[src/rtl/hpdc_pkg.sv]
`timescale 1ns / 1ps
// ----------------------------------------------------------------------------
// hpdc_pkg
// Shared types, constants and command codes of the heading PID drive controller.
// ----------------------------------------------------------------------------
package hpdc_pkg;

   localparam int DEF_VALUE_WIDTH = 16;
   localparam int DEF_SUM_WIDTH   = 32;

   // field widths
   localparam int YAW_W      = 16;
   localparam int ERR_W      = 17;   // raw yaw difference
   localparam int WRAP_W     = 15;
   localparam int VEL_W      = 16;
   localparam int GAIN_W     = 16;
   localparam int SPEED_W    = 15;
   localparam int THRESH_W   = 14;
   localparam int CSR_IDX_W  = 3;
   localparam int CSR_DATA_W = 16;
   localparam int REQ_DATA_W = 32;
   localparam int REQ_USER_W = 2;
   localparam int RSP_DATA_W = 48;
   localparam int RSP_USER_W = 1;

   // arithmetic
   localparam int MUL_W      = 18;
   localparam int PROD_W     = 2 * MUL_W;
   localparam int CHUNK_W    = 16;
   localparam int FRAC_SHIFT = 8;
   localparam int OFS_SHIFT  = 16;
   localparam int DIVIDEND_W = 30;
   localparam int QUOT_W     = 15;
   localparam int DIVISOR_W  = 17;
   localparam int DIV_STEPS  = QUOT_W;
   localparam int CNT_W      = 4;

   localparam logic signed [ERR_W-1:0] PI_Q12     = 17'sd12868;
   localparam logic signed [ERR_W-1:0] NEG_PI_Q12 = -17'sd12868;
   localparam logic signed [ERR_W-1:0] TWO_PI_Q12 = 17'sd25736;
   localparam logic [GAIN_W-1:0]       HALF_TRACK_Q16 = 16'd12452;
   localparam logic [DIVIDEND_W-1:0]   ROUND_HALF = 30'd32768;

   // register indexes
   localparam logic [CSR_IDX_W-1:0] CSR_PROP_GAIN     = 3'd0;
   localparam logic [CSR_IDX_W-1:0] CSR_INTEGRAL_GAIN = 3'd1;
   localparam logic [CSR_IDX_W-1:0] CSR_DERIV_GAIN    = 3'd2;
   localparam logic [CSR_IDX_W-1:0] CSR_MAX_ANGULAR   = 3'd3;
   localparam logic [CSR_IDX_W-1:0] CSR_ALIGNED_THR   = 3'd4;
   localparam logic [CSR_IDX_W-1:0] CSR_ALIGNED_SPEED = 3'd5;
   localparam logic [CSR_IDX_W-1:0] CSR_TURNING_SPEED = 3'd6;
   localparam logic [CSR_IDX_W-1:0] CSR_WHEEL_LIMIT   = 3'd7;

   typedef struct packed {
      logic [GAIN_W-1:0]   prop_gain;
      logic [GAIN_W-1:0]   integral_gain;
      logic [GAIN_W-1:0]   deriv_gain;
      logic [SPEED_W-1:0]  max_angular;
      logic [THRESH_W-1:0] aligned_threshold;
      logic [SPEED_W-1:0]  aligned_speed;
      logic [SPEED_W-1:0]  turning_speed;
      logic [SPEED_W-1:0]  wheel_speed_limit;
   } cfg_type;

   localparam cfg_type CFG_RESET = '{
      prop_gain:         16'd307,
      integral_gain:     16'd66,
      deriv_gain:        16'd512,
      max_angular:       15'd3277,
      aligned_threshold: 14'd1024,
      aligned_speed:     15'd1638,
      turning_speed:     15'd205,
      wheel_speed_limit: 15'd2048
   };

   typedef enum logic [4:0] {
      OP_NONE,
      OP_LOAD,
      OP_WRAP,
      OP_UPDATE,
      OP_MUL_D,
      OP_I_HEAD,
      OP_I_NEXT,
      OP_I_TAIL,
      OP_SUM,
      OP_CLAMP,
      OP_OFS,
      OP_PEAK,
      OP_MUL_LIN,
      OP_MUL_ANG,
      OP_DIV_LOAD,
      OP_DIV_STEP,
      OP_OUT
   } op_type;

   typedef enum logic [3:0] {
      S_IDLE,
      S_WRAP,
      S_UPDATE,
      S_MUL_D,
      S_I_HEAD,
      S_I_NEXT,
      S_I_TAIL,
      S_SUM,
      S_CLAMP,
      S_OFS,
      S_PEAK,
      S_MUL_LIN,
      S_MUL_ANG,
      S_DIV_LOAD,
      S_DIV,
      S_FINISH
   } state_type;

   typedef struct packed {
      op_type op;
   } cmd_type;

   typedef struct packed {
      logic wrap_done;
      logic stopped;
      logic limit_hit;
   } status_type;

endpackage

[src/rtl/hpdc_divider.sv]
`timescale 1ns / 1ps
// ----------------------------------------------------------------------------
// hpdc_divider
// Restoring divider, one quotient bit per step. The caller guarantees the
// upper dividend bits are below the divisor, so QUOT_W steps suffice.
// ----------------------------------------------------------------------------
module hpdc_divider (
   input  logic                             clock,
   input  logic                             load,
   input  logic                             step,
   input  logic [hpdc_pkg::DIVIDEND_W-1:0]  dividend,
   input  logic [hpdc_pkg::DIVISOR_W-1:0]   divisor,
   output logic [hpdc_pkg::QUOT_W-1:0]      quotient
);
   import hpdc_pkg::*;

   logic [DIVISOR_W-1:0] rem_ff;
   logic [QUOT_W-1:0]    quo_ff;
   logic [DIVISOR_W:0]   shifted;
   logic [DIVISOR_W:0]   trial;

   assign shifted = {rem_ff, quo_ff[QUOT_W-1]};
   assign trial   = shifted - (DIVISOR_W + 1)'(divisor);

   // quo_ff starts with the low dividend bits and fills with quotient bits
   always_ff @(posedge clock) begin
      if (load) begin
         rem_ff <= DIVISOR_W'(dividend[DIVIDEND_W-1:QUOT_W]);
         quo_ff <= dividend[QUOT_W-1:0];
      end else if (step) begin
         if (shifted >= (DIVISOR_W + 1)'(divisor)) begin
            rem_ff <= trial[DIVISOR_W-1:0];
            quo_ff <= {quo_ff[QUOT_W-2:0], 1'b1};
         end else begin
            rem_ff <= shifted[DIVISOR_W-1:0];
            quo_ff <= {quo_ff[QUOT_W-2:0], 1'b0};
         end
      end
   end

   assign quotient = quo_ff;

endmodule

[src/rtl/hpdc_datapath.sv]
`timescale 1ns / 1ps
// ----------------------------------------------------------------------------
// hpdc_datapath
// Error wrap, PID state, shared 18x18 multiplier, speed selection, wheel
// limit scaling through two serial dividers, and the result register.
// ----------------------------------------------------------------------------
module hpdc_datapath #(
   parameter int VALUE_WIDTH = hpdc_pkg::DEF_VALUE_WIDTH,
   parameter int SUM_WIDTH   = hpdc_pkg::DEF_SUM_WIDTH
) (
   input  logic                             clock,
   input  logic                             reset,
   input  hpdc_pkg::cmd_type                cmd,
   output hpdc_pkg::status_type             status,
   input  hpdc_pkg::cfg_type                cfg,
   input  logic [hpdc_pkg::REQ_DATA_W-1:0]  req_tdata,
   input  logic [hpdc_pkg::REQ_USER_W-1:0]  req_tuser,
   output logic [hpdc_pkg::RSP_DATA_W-1:0]  rsp_tdata,
   output logic [hpdc_pkg::RSP_USER_W-1:0]  rsp_tuser
);
   import hpdc_pkg::*;

   localparam int ES_CHUNKS = (SUM_WIDTH + CHUNK_W - 1) / CHUNK_W;
   localparam int ES_EXT_W  = ES_CHUNKS * CHUNK_W;
   localparam int IACC_W    = ES_EXT_W + MUL_W + 2;
   localparam int ACC_W     = IACC_W + 1;
   localparam int SH_W      = ACC_W - FRAC_SHIFT;
   localparam int SAT_W     = (VALUE_WIDTH > ERR_W) ? VALUE_WIDTH : ERR_W;

   // ---- registers ----
   logic signed [ERR_W-1:0]       err_ff;
   logic                          stop_ff;
   logic signed [SUM_WIDTH-1:0]   es_ff;
   logic signed [VALUE_WIDTH-1:0] le_ff;
   logic signed [ERR_W-1:0]       deriv_ff;
   logic [ES_EXT_W-1:0]           es_sh_ff;
   logic signed [PROD_W-1:0]      prod_ff;
   logic signed [IACC_W-1:0]      iacc_ff;
   logic signed [ACC_W-1:0]       acc_ff;
   logic signed [VEL_W-1:0]       ang_ff;
   logic [VEL_W-1:0]              absang_ff;
   logic [SPEED_W-1:0]            lin_ff;
   logic [DIVISOR_W-1:0]          peak_ff;
   logic                          lim_ff;
   logic [DIVIDEND_W-1:0]         linprod_ff;
   logic [RSP_DATA_W-1:0]         rsp_data_ff;
   logic [RSP_USER_W-1:0]         rsp_user_ff;

   // ---- combinational ----
   logic signed [YAW_W-1:0]       robot_yaw;
   logic signed [YAW_W-1:0]       target_yaw;
   logic signed [ERR_W-1:0]       yaw_diff;
   logic signed [SUM_WIDTH:0]     es_wide;
   logic signed [SUM_WIDTH-1:0]   es_new;
   logic signed [SAT_W-1:0]       err_x;
   logic signed [SAT_W-1:0]       le_max;
   logic signed [SAT_W-1:0]       le_min;
   logic signed [VALUE_WIDTH-1:0] le_new;
   logic signed [ERR_W:0]         deriv_wide;
   logic signed [MUL_W-1:0]       mul_a;
   logic signed [MUL_W-1:0]       mul_b;
   logic signed [PROD_W-1:0]      mul_p;
   logic                          mul_en;
   logic [CHUNK_W-1:0]            es_top;
   logic signed [IACC_W-1:0]      iacc_next;
   logic signed [SH_W-1:0]        ang_raw;
   logic signed [SH_W-1:0]        max_s;
   logic signed [VEL_W-1:0]       ang_clamp;
   logic [VEL_W-1:0]              absang_clamp;
   logic [ERR_W-1:0]              err_abs;
   logic [DIVIDEND_W-1:0]         ofs_sum;
   logic [DIVISOR_W-1:0]          peak;
   logic                          limit_hit;
   logic [QUOT_W-1:0]             q_lin;
   logic [QUOT_W-1:0]             q_ang;
   logic signed [VEL_W-1:0]       lin_out;
   logic signed [VEL_W-1:0]       ang_out;
   logic                          div_load;
   logic                          div_step;

   assign robot_yaw  = signed'(req_tdata[YAW_W-1:0]);
   assign target_yaw = signed'(req_tdata[2*YAW_W-1:YAW_W]);
   assign yaw_diff   = ERR_W'(target_yaw) - ERR_W'(robot_yaw);

   // saturating error sum
   assign es_wide = (SUM_WIDTH + 1)'(es_ff) + (SUM_WIDTH + 1)'(err_ff);
   always_comb begin
      if (es_wide[SUM_WIDTH] != es_wide[SUM_WIDTH-1]) begin
         es_new = es_wide[SUM_WIDTH] ? {1'b1, {(SUM_WIDTH-1){1'b0}}}
                                     : {1'b0, {(SUM_WIDTH-1){1'b1}}};
      end else begin
         es_new = es_wide[SUM_WIDTH-1:0];
      end
   end

   // last error saturated to VALUE_WIDTH
   assign err_x  = SAT_W'(err_ff);
   assign le_max = SAT_W'({1'b0, {(VALUE_WIDTH-1){1'b1}}});
   assign le_min = ~le_max;
   always_comb begin
      if (err_x > le_max) begin
         le_new = VALUE_WIDTH'(le_max);
      end else if (err_x < le_min) begin
         le_new = VALUE_WIDTH'(le_min);
      end else begin
         le_new = VALUE_WIDTH'(err_x);
      end
   end

   // last_error always comes from a wrapped error, so 18 bits hold it
   assign deriv_wide = (ERR_W + 1)'(err_ff) - (ERR_W + 1)'(le_ff);

   assign es_top = es_sh_ff[ES_EXT_W-1 -: CHUNK_W];

   // shared multiplier operand select
   always_comb begin
      mul_a  = '0;
      mul_b  = '0;
      mul_en = 1'b0;
      case (cmd.op)
         OP_UPDATE: begin
            mul_a  = MUL_W'(cfg.prop_gain);
            mul_b  = MUL_W'(err_ff);
            mul_en = 1'b1;
         end
         OP_MUL_D: begin
            mul_a  = MUL_W'(cfg.deriv_gain);
            mul_b  = MUL_W'(deriv_ff);
            mul_en = 1'b1;
         end
         OP_I_HEAD: begin
            mul_a  = MUL_W'(cfg.integral_gain);
            mul_b  = MUL_W'(signed'(es_top));
            mul_en = 1'b1;
         end
         OP_I_NEXT: begin
            mul_a  = MUL_W'(cfg.integral_gain);
            mul_b  = {2'b00, es_top};
            mul_en = 1'b1;
         end
         OP_OFS: begin
            mul_a  = MUL_W'(HALF_TRACK_Q16);
            mul_b  = MUL_W'(absang_ff);
            mul_en = 1'b1;
         end
         OP_MUL_LIN: begin
            mul_a  = MUL_W'(cfg.wheel_speed_limit);
            mul_b  = MUL_W'(lin_ff);
            mul_en = 1'b1;
         end
         OP_MUL_ANG: begin
            mul_a  = MUL_W'(cfg.wheel_speed_limit);
            mul_b  = MUL_W'(absang_ff);
            mul_en = 1'b1;
         end
         default: begin
            mul_en = 1'b0;
         end
      endcase
   end

   assign mul_p     = mul_a * mul_b;
   assign iacc_next = (iacc_ff <<< CHUNK_W) + IACC_W'(prod_ff);

   // angular clamp and speed selection
   assign ang_raw = signed'(acc_ff[ACC_W-1:FRAC_SHIFT]);
   assign max_s   = SH_W'(cfg.max_angular);
   always_comb begin
      if (ang_raw > max_s) begin
         ang_clamp    = VEL_W'(cfg.max_angular);
         absang_clamp = VEL_W'(cfg.max_angular);
      end else if (ang_raw < -max_s) begin
         ang_clamp    = -VEL_W'(cfg.max_angular);
         absang_clamp = VEL_W'(cfg.max_angular);
      end else begin
         ang_clamp    = VEL_W'(ang_raw);
         absang_clamp = ang_raw[SH_W-1] ? VEL_W'(-ang_raw) : VEL_W'(ang_raw);
      end
   end
   assign err_abs = err_ff[ERR_W-1] ? ERR_W'(-err_ff) : ERR_W'(err_ff);

   // wheel offset rounded half up, then peak wheel speed
   assign ofs_sum   = prod_ff[DIVIDEND_W-1:0] + ROUND_HALF;
   assign peak      = DIVISOR_W'(lin_ff) + DIVISOR_W'(ofs_sum[DIVIDEND_W-1:OFS_SHIFT]);
   assign limit_hit = (cfg.wheel_speed_limit != '0)
                      && (peak > DIVISOR_W'(cfg.wheel_speed_limit));

   assign div_load = (cmd.op == OP_DIV_LOAD);
   assign div_step = (cmd.op == OP_DIV_STEP);

   hpdc_divider u_div_lin (
      .clock    (clock),
      .load     (div_load),
      .step     (div_step),
      .dividend (linprod_ff),
      .divisor  (peak_ff),
      .quotient (q_lin)
   );

   hpdc_divider u_div_ang (
      .clock    (clock),
      .load     (div_load),
      .step     (div_step),
      .dividend (prod_ff[DIVIDEND_W-1:0]),
      .divisor  (peak_ff),
      .quotient (q_ang)
   );

   assign lin_out = lim_ff ? VEL_W'(q_lin) : VEL_W'(lin_ff);
   always_comb begin
      if (!lim_ff) begin
         ang_out = ang_ff;
      end else if (ang_ff[VEL_W-1]) begin
         ang_out = -VEL_W'(q_ang);
      end else begin
         ang_out = VEL_W'(q_ang);
      end
   end

   // ---- PID state, changed only for live items ----
   always_ff @(posedge clock) begin
      if (reset) begin
         es_ff <= '0;
         le_ff <= '0;
      end else if (cmd.op == OP_UPDATE) begin
         es_ff <= es_new;
         le_ff <= le_new;
      end
   end

   always_ff @(posedge clock) begin
      if (mul_en) begin
         prod_ff <= mul_p;
      end
   end

   always_ff @(posedge clock) begin
      case (cmd.op)
         OP_LOAD: begin
            err_ff  <= yaw_diff;
            stop_ff <= !(req_tuser[0] && req_tuser[1]);
         end
         OP_WRAP: begin
            if (err_ff > PI_Q12) begin
               err_ff <= err_ff - TWO_PI_Q12;
            end else if (err_ff <= NEG_PI_Q12) begin
               err_ff <= err_ff + TWO_PI_Q12;
            end
         end
         OP_UPDATE: begin
            deriv_ff <= ERR_W'(deriv_wide);
            es_sh_ff <= ES_EXT_W'(es_new);
         end
         OP_MUL_D: begin
            acc_ff <= ACC_W'(prod_ff);
         end
         OP_I_HEAD: begin
            acc_ff   <= acc_ff + ACC_W'(prod_ff);
            iacc_ff  <= '0;
            es_sh_ff <= es_sh_ff << CHUNK_W;
         end
         OP_I_NEXT: begin
            iacc_ff  <= iacc_next;
            es_sh_ff <= es_sh_ff << CHUNK_W;
         end
         OP_I_TAIL: begin
            iacc_ff <= iacc_next;
         end
         OP_SUM: begin
            acc_ff <= acc_ff + ACC_W'(iacc_ff >>> FRAC_SHIFT);
         end
         OP_CLAMP: begin
            ang_ff    <= ang_clamp;
            absang_ff <= absang_clamp;
            lin_ff    <= (err_abs < ERR_W'(cfg.aligned_threshold)) ? cfg.aligned_speed
                                                                    : cfg.turning_speed;
         end
         OP_PEAK: begin
            peak_ff <= peak;
            lim_ff  <= limit_hit;
         end
         OP_MUL_ANG: begin
            linprod_ff <= prod_ff[DIVIDEND_W-1:0];
         end
         OP_OUT: begin
            if (stop_ff) begin
               rsp_data_ff <= '0;
               rsp_user_ff <= '0;
            end else begin
               rsp_data_ff <= {1'b0, err_ff[WRAP_W-1:0], ang_out, lin_out};
               rsp_user_ff <= lim_ff;
            end
         end
         default: begin
         end
      endcase
   end

   assign status.wrap_done = (err_ff <= PI_Q12) && (err_ff > NEG_PI_Q12);
   assign status.stopped   = stop_ff;
   assign status.limit_hit = limit_hit;

   assign rsp_tdata = rsp_data_ff;
   assign rsp_tuser = rsp_user_ff;

endmodule

[src/rtl/hpdc_ctrl.sv]
`timescale 1ns / 1ps
// ----------------------------------------------------------------------------
// hpdc_ctrl
// Sequencer: steps the datapath through one tick and owns both handshakes.
// ----------------------------------------------------------------------------
module hpdc_ctrl #(
   parameter int SUM_WIDTH = hpdc_pkg::DEF_SUM_WIDTH
) (
   input  logic                 clock,
   input  logic                 reset,
   input  logic                 req_tvalid,
   output logic                 req_tready,
   output logic                 rsp_tvalid,
   input  logic                 rsp_tready,
   output hpdc_pkg::cmd_type    cmd,
   input  hpdc_pkg::status_type status
);
   import hpdc_pkg::*;

   localparam int I_CHUNKS = (SUM_WIDTH + CHUNK_W - 1) / CHUNK_W;

   state_type        state_ff, state_in;
   logic [CNT_W-1:0] cnt_ff, cnt_in;
   logic             rsp_valid_ff, rsp_valid_in;
   logic             out_load;
   logic             out_free;

   assign out_free = !rsp_valid_ff || rsp_tready;

   // next state
   always_comb begin
      state_in = state_ff;
      cnt_in   = cnt_ff;
      case (state_ff)
         S_IDLE: begin
            if (req_tvalid) begin
               state_in = S_WRAP;
            end
         end
         S_WRAP: begin
            if (status.stopped) begin
               state_in = S_FINISH;
            end else if (status.wrap_done) begin
               state_in = S_UPDATE;
            end
         end
         S_UPDATE: state_in = S_MUL_D;
         S_MUL_D:  state_in = S_I_HEAD;
         S_I_HEAD: begin
            cnt_in   = CNT_W'(1);
            state_in = (I_CHUNKS > 1) ? S_I_NEXT : S_I_TAIL;
         end
         S_I_NEXT: begin
            if (cnt_ff == CNT_W'(I_CHUNKS - 1)) begin
               state_in = S_I_TAIL;
            end else begin
               cnt_in = cnt_ff + 1'b1;
            end
         end
         S_I_TAIL: state_in = S_SUM;
         S_SUM:    state_in = S_CLAMP;
         S_CLAMP:  state_in = S_OFS;
         S_OFS:    state_in = S_PEAK;
         S_PEAK: begin
            state_in = status.limit_hit ? S_MUL_LIN : S_FINISH;
         end
         S_MUL_LIN: state_in = S_MUL_ANG;
         S_MUL_ANG: state_in = S_DIV_LOAD;
         S_DIV_LOAD: begin
            cnt_in   = '0;
            state_in = S_DIV;
         end
         S_DIV: begin
            if (cnt_ff == CNT_W'(DIV_STEPS - 1)) begin
               state_in = S_FINISH;
            end else begin
               cnt_in = cnt_ff + 1'b1;
            end
         end
         S_FINISH: begin
            if (out_free) begin
               state_in = S_IDLE;
            end
         end
         default: state_in = S_IDLE;
      endcase
   end

   // outputs
   always_comb begin
      cmd.op     = OP_NONE;
      req_tready = 1'b0;
      out_load   = 1'b0;
      case (state_ff)
         S_IDLE: begin
            req_tready = 1'b1;
            if (req_tvalid) begin
               cmd.op = OP_LOAD;
            end
         end
         S_WRAP:     cmd.op = OP_WRAP;
         S_UPDATE:   cmd.op = OP_UPDATE;
         S_MUL_D:    cmd.op = OP_MUL_D;
         S_I_HEAD:   cmd.op = OP_I_HEAD;
         S_I_NEXT:   cmd.op = OP_I_NEXT;
         S_I_TAIL:   cmd.op = OP_I_TAIL;
         S_SUM:      cmd.op = OP_SUM;
         S_CLAMP:    cmd.op = OP_CLAMP;
         S_OFS:      cmd.op = OP_OFS;
         S_PEAK:     cmd.op = OP_PEAK;
         S_MUL_LIN:  cmd.op = OP_MUL_LIN;
         S_MUL_ANG:  cmd.op = OP_MUL_ANG;
         S_DIV_LOAD: cmd.op = OP_DIV_LOAD;
         S_DIV:      cmd.op = OP_DIV_STEP;
         S_FINISH: begin
            if (out_free) begin
               cmd.op   = OP_OUT;
               out_load = 1'b1;
            end
         end
         default: cmd.op = OP_NONE;
      endcase
   end

   assign rsp_valid_in = out_load || (rsp_valid_ff && !rsp_tready);

   always_ff @(posedge clock) begin
      if (reset) begin
         state_ff     <= S_IDLE;
         cnt_ff       <= '0;
         rsp_valid_ff <= 1'b0;
      end else begin
         state_ff     <= state_in;
         cnt_ff       <= cnt_in;
         rsp_valid_ff <= rsp_valid_in;
      end
   end

   assign rsp_tvalid = rsp_valid_ff;

endmodule

[src/rtl/heading_pid_drive_controller_top.sv]
`timescale 1ns / 1ps
// ----------------------------------------------------------------------------
// heading_pid_drive_controller_top
// Heading PID with angular clamp, speed selection and wheel speed limiting.
// ----------------------------------------------------------------------------
//  channel | ports          | payload (low bit first)
//  --------+----------------+-----------------------------------------------
//  request | req_t*         | tdata: robot_yaw, target_yaw
//          |                | tuser: target_valid, frontiers_present
//  result  | rsp_t*         | tdata: linear_velocity, angular_velocity,
//          |                |        wrapped_error, pad; tuser: wheel_limited
//  config  | csr_*          | csr_index, csr_data; always ready
//
//  A tick runs from accept through the yaw wrap loop, the integral partial
//  products on the shared 18x18 multiplier, the clamp and the speed steps to
//  the result; when the wheel limit applies, the serial divider pair runs
//  too. A stopped tick goes from its wrap step straight to the finish step.
//  Reset restores the register defaults and clears the error sum and the
//  last error. A new request is taken while a result waits in the output
//  register; a stalled result holds the next one in its finish step.
// ----------------------------------------------------------------------------
module heading_pid_drive_controller_top #(
   parameter int VALUE_WIDTH = hpdc_pkg::DEF_VALUE_WIDTH,
   parameter int SUM_WIDTH   = hpdc_pkg::DEF_SUM_WIDTH
) (
   input  logic                             clock,
   input  logic                             reset,
   input  logic                             req_tvalid,
   output logic                             req_tready,
   input  logic [hpdc_pkg::REQ_DATA_W-1:0]  req_tdata,  // robot_yaw, target_yaw
   input  logic [hpdc_pkg::REQ_USER_W-1:0]  req_tuser,  // target_valid, frontiers_present
   output logic                             rsp_tvalid,
   input  logic                             rsp_tready,
   // linear_velocity, angular_velocity, wrapped_error, zero pad
   output logic [hpdc_pkg::RSP_DATA_W-1:0]  rsp_tdata,
   output logic [hpdc_pkg::RSP_USER_W-1:0]  rsp_tuser,  // wheel_limited
   input  logic                             csr_valid,
   output logic                             csr_ready,
   input  logic [hpdc_pkg::CSR_IDX_W-1:0]   csr_index,
   input  logic [hpdc_pkg::CSR_DATA_W-1:0]  csr_data
);
   import hpdc_pkg::*;

   cfg_type    cfg_ff, cfg_in;
   cmd_type    cmd;
   status_type status;

   assign csr_ready = 1'b1;

   always_comb begin
      cfg_in = cfg_ff;
      if (csr_valid && csr_ready) begin
         case (csr_index)
            CSR_PROP_GAIN:     cfg_in.prop_gain         = csr_data;
            CSR_INTEGRAL_GAIN: cfg_in.integral_gain     = csr_data;
            CSR_DERIV_GAIN:    cfg_in.deriv_gain        = csr_data;
            CSR_MAX_ANGULAR:   cfg_in.max_angular       = csr_data[SPEED_W-1:0];
            CSR_ALIGNED_THR:   cfg_in.aligned_threshold = csr_data[THRESH_W-1:0];
            CSR_ALIGNED_SPEED: cfg_in.aligned_speed     = csr_data[SPEED_W-1:0];
            CSR_TURNING_SPEED: cfg_in.turning_speed     = csr_data[SPEED_W-1:0];
            CSR_WHEEL_LIMIT:   cfg_in.wheel_speed_limit = csr_data[SPEED_W-1:0];
            default: cfg_in = cfg_ff;
         endcase
      end
   end

   always_ff @(posedge clock) begin
      if (reset) begin
         cfg_ff <= CFG_RESET;
      end else begin
         cfg_ff <= cfg_in;
      end
   end

   hpdc_ctrl #(
      .SUM_WIDTH (SUM_WIDTH)
   ) u_ctrl (
      .clock      (clock),
      .reset      (reset),
      .req_tvalid (req_tvalid),
      .req_tready (req_tready),
      .rsp_tvalid (rsp_tvalid),
      .rsp_tready (rsp_tready),
      .cmd        (cmd),
      .status     (status)
   );

   hpdc_datapath #(
      .VALUE_WIDTH (VALUE_WIDTH),
      .SUM_WIDTH   (SUM_WIDTH)
   ) u_datapath (
      .clock     (clock),
      .reset     (reset),
      .cmd       (cmd),
      .status    (status),
      .cfg       (cfg_ff),
      .req_tdata (req_tdata),
      .req_tuser (req_tuser),
      .rsp_tdata (rsp_tdata),
      .rsp_tuser (rsp_tuser)
   );

endmodule

[config.mk]
export PLATFORM = sky130hd
export DESIGN_NAME = heading_pid_drive_controller_top
export DESIGN_NICKNAME = d
export VERILOG_FILES = /design/src/rtl/hpdc_pkg.sv /design/src/rtl/hpdc_divider.sv /design/src/rtl/hpdc_datapath.sv /design/src/rtl/hpdc_ctrl.sv /design/src/rtl/heading_pid_drive_controller_top.sv
export SDC_FILE = /design/constraint.sdc
export NUM_CORES = 2
export LEC_CHECK = 0
export BUFFER_PORTS_ARGS = -buffer_cell sky130_fd_sc_hd__buf_2
export CORE_ASPECT_RATIO = 1.5
export CORE_UTILIZATION = 50
export CTS_BUF_LIST = sky130_fd_sc_hd__clkbuf_16
export DETAILED_ROUTE_END_ITERATION = 8
export PLACE_DENSITY = 0.66
export RECOVER_POWER = 50
export SYNTH_ARGS = -nofsm -noshare
export SYNTH_HDL_FRONTEND = slang
export SYNTH_SLANG_ARGS = --single-unit
[constraint.sdc]
create_clock -name clock -period 17.7 [get_ports clock]
set_clock_uncertainty 0.15 [all_clocks]
set_input_delay 0 -clock clock [delete_from_list [all_inputs] [get_ports clock]]
set_output_delay 0 -clock clock [all_outputs]
set_load 0.05 [all_outputs]
==> flow_metrics.tcl <==
set metrics [dict create \
    yosysTopAreaCell "edfxtp_1" \
    syn_to_final_growth_pct 8.97 \
    grt_pass1_wl_mm 230 \
    drc 0 \
    synthTopCellsByArea "edfxtp_1 (25%), fa_1 (12%), ha_1 (10%)" \
    crit_path_max_fanout 38 \
    timing.rr.end "u_datapath.prod_ff[31]" \
    initial_core_util 0.506 \
    wl_mm 150 \
    grt_overflow 0 \
    postCtsSetupBuffers 0 \
    dp_hpwl_mm 116 \
    wl_per_cell_um 22.0 \
    fin_util 0.551 \
    hp-class "input port to register" \
    grtUsageTotal 0.305 \
    final-hold-violation-count 0 \
    n_antenna_cell 0 \
    ys_ff_latch 590 \
    tightest_slew_ns 4.77 \
    leakage_nw 22.6 \
    max_stage_delay_ns 0.86 \
    cts_buffer_depth 3 \
    cp.required_ns 17.95 \
    postCtsHoldBufs 82 \
    violations "capacitance limit, slew limit" \
    synth_edf_count 407 \
    clk_pin_slew_ns 0.07 \
    totalPowerFinal_mw 8.39 \
    drt_iter0_drc 2775 \
    synth_top_cell_area_share 0.252 \
    die_area_um2 98200 \
    start_kind "register" \
    async_reset_ff_frac 0 \
    cts_root_buf "clkbuf_16" \
    crit_arrival_ns 10.90 \
    fin_crit_sh 0.602 \
    place_congestion 0.947 \
    peakVddDrop_mv 0.0997 \
    drt_pass1_iterations 5 \
    synth_warnings 0 \
    whs_path_depth 4 \
    rows 139 \
    path_class "register to register" \
    ant_nets 0 \
    cts.sinks 590 \
    rr_startpoint "u_ctrl.state_ff[2]" \
    clk_latency_ns 0.68 \
    nNetsFinal 6243 \
    cts_max_level 2 \
    drive_gt1_frac 0.0542 \
    slowest_stage "clkbuf_1" \
    worst_hold_path.endpoint "cfg_ff[89]" \
    dp_cells 6625 \
    pin_count 110 \
    startpoint "u_ctrl.state_ff[2]" \
    antenna_found_initial 0 \
    cts_tree "yes" \
    synth_cells 5424 \
    fin_tns_setup_ns 0 \
    synth_ff_type "edfxtp_1" \
    slew_violations 519 \
    drv_cap 10 \
    avgSynthCellArea_um2 8.94 \
    setup.worst_path.end_class "register" \
    syn_area_um2 48500 \
    rsz0062_at_grt "no" \
    cts_buffers 59 \
    grt_max_degree 110 \
    worstRegToRegCells 32 \
    coreArea_um2 95800 \
    vias 39400 \
    crit_path_frequent_cell "inv_1" \
    synth_cell_types 86 \
    min_from "csr_data[15]" \
    fmax_ghz 0.0939 \
    io_buffer_count 106 \
    regToRegSetupSlack_ns 7.05 \
    final-setup-viol-count 0 \
    ctsResizeCount 0 \
    status "finished, violations left" \
    die_w_um 256 \
    grt_pass1_vias 39500 \
    chipHeight_um 383 \
    max_slew_margin -2.18 \
    vias_per_cell 5.77 \
    fin_crit_ns 10.65 \
    power.density_nw_per_um2 159 \
    yosysSeqAreaShare 0.328 \
    stdcell_count 6819 \
]
## worst max path at each step
stage	depth (start not counted)	endpoint	slack, ns
5_1_grt	31	u_datapath.prod_ff[34]	6.39
2_1_floorplan	32	u_datapath.prod_ff[33]	9.42
3_3_place_gp	31	u_datapath.prod_ff[34]	7.71
4_1_cts	31	u_datapath.prod_ff[34]	7.53
6_report	32	u_datapath.prod_ff[31]	7.05
3_5_place_dp	31	u_datapath.prod_ff[34]	7.58
## registers in the layout (all words and copies together), names as in the netlist, 16 cells and up
| register | cells |
|---|---|
| u_datapath.rsp_tdata | 46 |
| u_datapath.le_ff | 16 |
| u_datapath.acc_ff | 53 |
| u_datapath.u_div_lin.rem_ff | 17 |
| u_datapath.u_div_ang.rem_ff | 17 |
| u_datapath.es_ff | 32 |
| cfg_ff | 122 |
| u_datapath.peak_ff | 16 |
| u_datapath.prod_ff | 35 |
| u_datapath.deriv_ff | 17 |
| u_datapath.absang_ff | 16 |
| u_datapath.iacc_ff | 52 |
| u_datapath.es_sh_ff | 32 |
| u_datapath.linprod_ff | 30 |
| u_datapath.err_ff | 17 |
## layer usage
| metal | GRT usage | routed length [um] | vias to the layer above |
|---|---|---|---|
| li1 | - | - | 18800 |
| met1 | 0.333 | 55400 | 19000 |
| met2 | 0.542 | 74500 | 1179 |
| met3 | 0.0335 | 6780 | 456 |
| met4 | 0.238 | 13600 | 0 |
| met5 | 0 | 0 | - |
## Yosys cell counts, types with 15 or more instances
| library cell | count |
|---|---|
| xnor2_1 | 171 |
| nand2b_1 | 43 |
| a31oi_1 | 38 |
| xor2_1 | 90 |
| o211ai_1 | 15 |
| ha_1 | 394 |
| clkbuf_1 | 203 |
| buf_1 | 17 |
| or3_1 | 30 |
| mux2_2 | 47 |
| a21o_1 | 108 |
| o21a_1 | 36 |
| a211oi_1 | 51 |
| o21bai_1 | 37 |
| inv_1 | 578 |
| nor4_1 | 25 |
| fa_1 | 292 |
| nand3_1 | 66 |
| mux2i_1 | 43 |
| a22oi_1 | 41 |
| and3_1 | 41 |
| dfxtp_1 | 183 |
| nand2_1 | 853 |
| o21ai_0 | 246 |
| o31ai_1 | 23 |
| nor3_1 | 69 |
| a21oi_1 | 402 |
| nor2b_1 | 68 |
| and4_1 | 25 |
| nand3b_1 | 33 |
| nand4_1 | 70 |
| nor2_1 | 432 |
| edfxtp_1 | 407 |
## layout make-up
| type | instances | area, um2 |
|---|---|---|
| clock buffer | 60 | 1500 |
| clock inverter | 52 | 418 |
| fill | 8708 | 43000 |
| inverter | 580 | 2180 |
| multi-input combinational | 4009 | 29500 |
| sequential | 590 | 15900 |
| tap | 1269 | 1590 |
| timing repair buffer | 259 | 1730 |
## logic make-up after synthesis
group / after synthesis / share of synthesized area
AOI/OAI and AO/OA: 1145 / 0.147
xor gates and xnor gates: 261 / 0.0472
adders and majority gates: 687 / 0.222
buffers and inverters: 826 / 0.0650
DFF: 590 / 0.328
muxes: 100 / 0.0229
other: 2 / 0.000155
and+or+nand+nor: 1813 / 0.168
## cell usage in the layout, fill, tap and decap left out, drive strengths merged, types with 25 or more instances in the layout
cell,count
a211oi,51
a21o,108
a21oi,402
a22oi,41
a31oi,38
and3,41
and4,25
buf,102
clkbuf,135
dfxtp,183
dlygate4sd3,82
edfxtp,407
fa,292
ha,394
inv,602
mux2,57
mux2i,43
nand2,853
nand2b,43
nand3,68
nand3b,33
nand4,70
nor2,432
nor2b,68
nor3,70
nor4,26
o21a,36
o21ai,254
o21bai,37
or3,32
xnor2,171
xor2,90
## critical path, delay by kind of cell, from the launching register on
family	cells	cell delay [ns]
flip-flops	1	0.60
XOR/XNOR	1	0.09
adder cells (fa/ha/maj)	7	3.09
AO/OA/AOI/OAI	9	2.10
buffers and inverters	9	2.58
AND/OR/NAND/NOR	6	1.72
## through the flow
| step | hold WS [ns] | worst slack, ns | cell area [um2] |
|---|---|---|---|
| after floorplan | -0.0140 | 9.42 | 48500 |
| after global placement | 0.0969 | 7.71 | 50300 |
| after detailed placement | 0.100 | 7.58 | 50300 |
| after CTS | 0.0214 | 7.53 | 53000 |
| after global routing | 0.0680 | 6.39 | 52800 |
| final | 0.0485 | 7.05 | 52800 |
## report_power, final
group | total (mW) | internal (mW) | switching (mW)
Clock | 1.28 | 0.672 | 0.604
Sequential | 2.37 | 1.99 | 0.388
Combinational | 4.74 | 1.79 | 2.95
No activity file was read; power rests on OpenSTA's default activity.
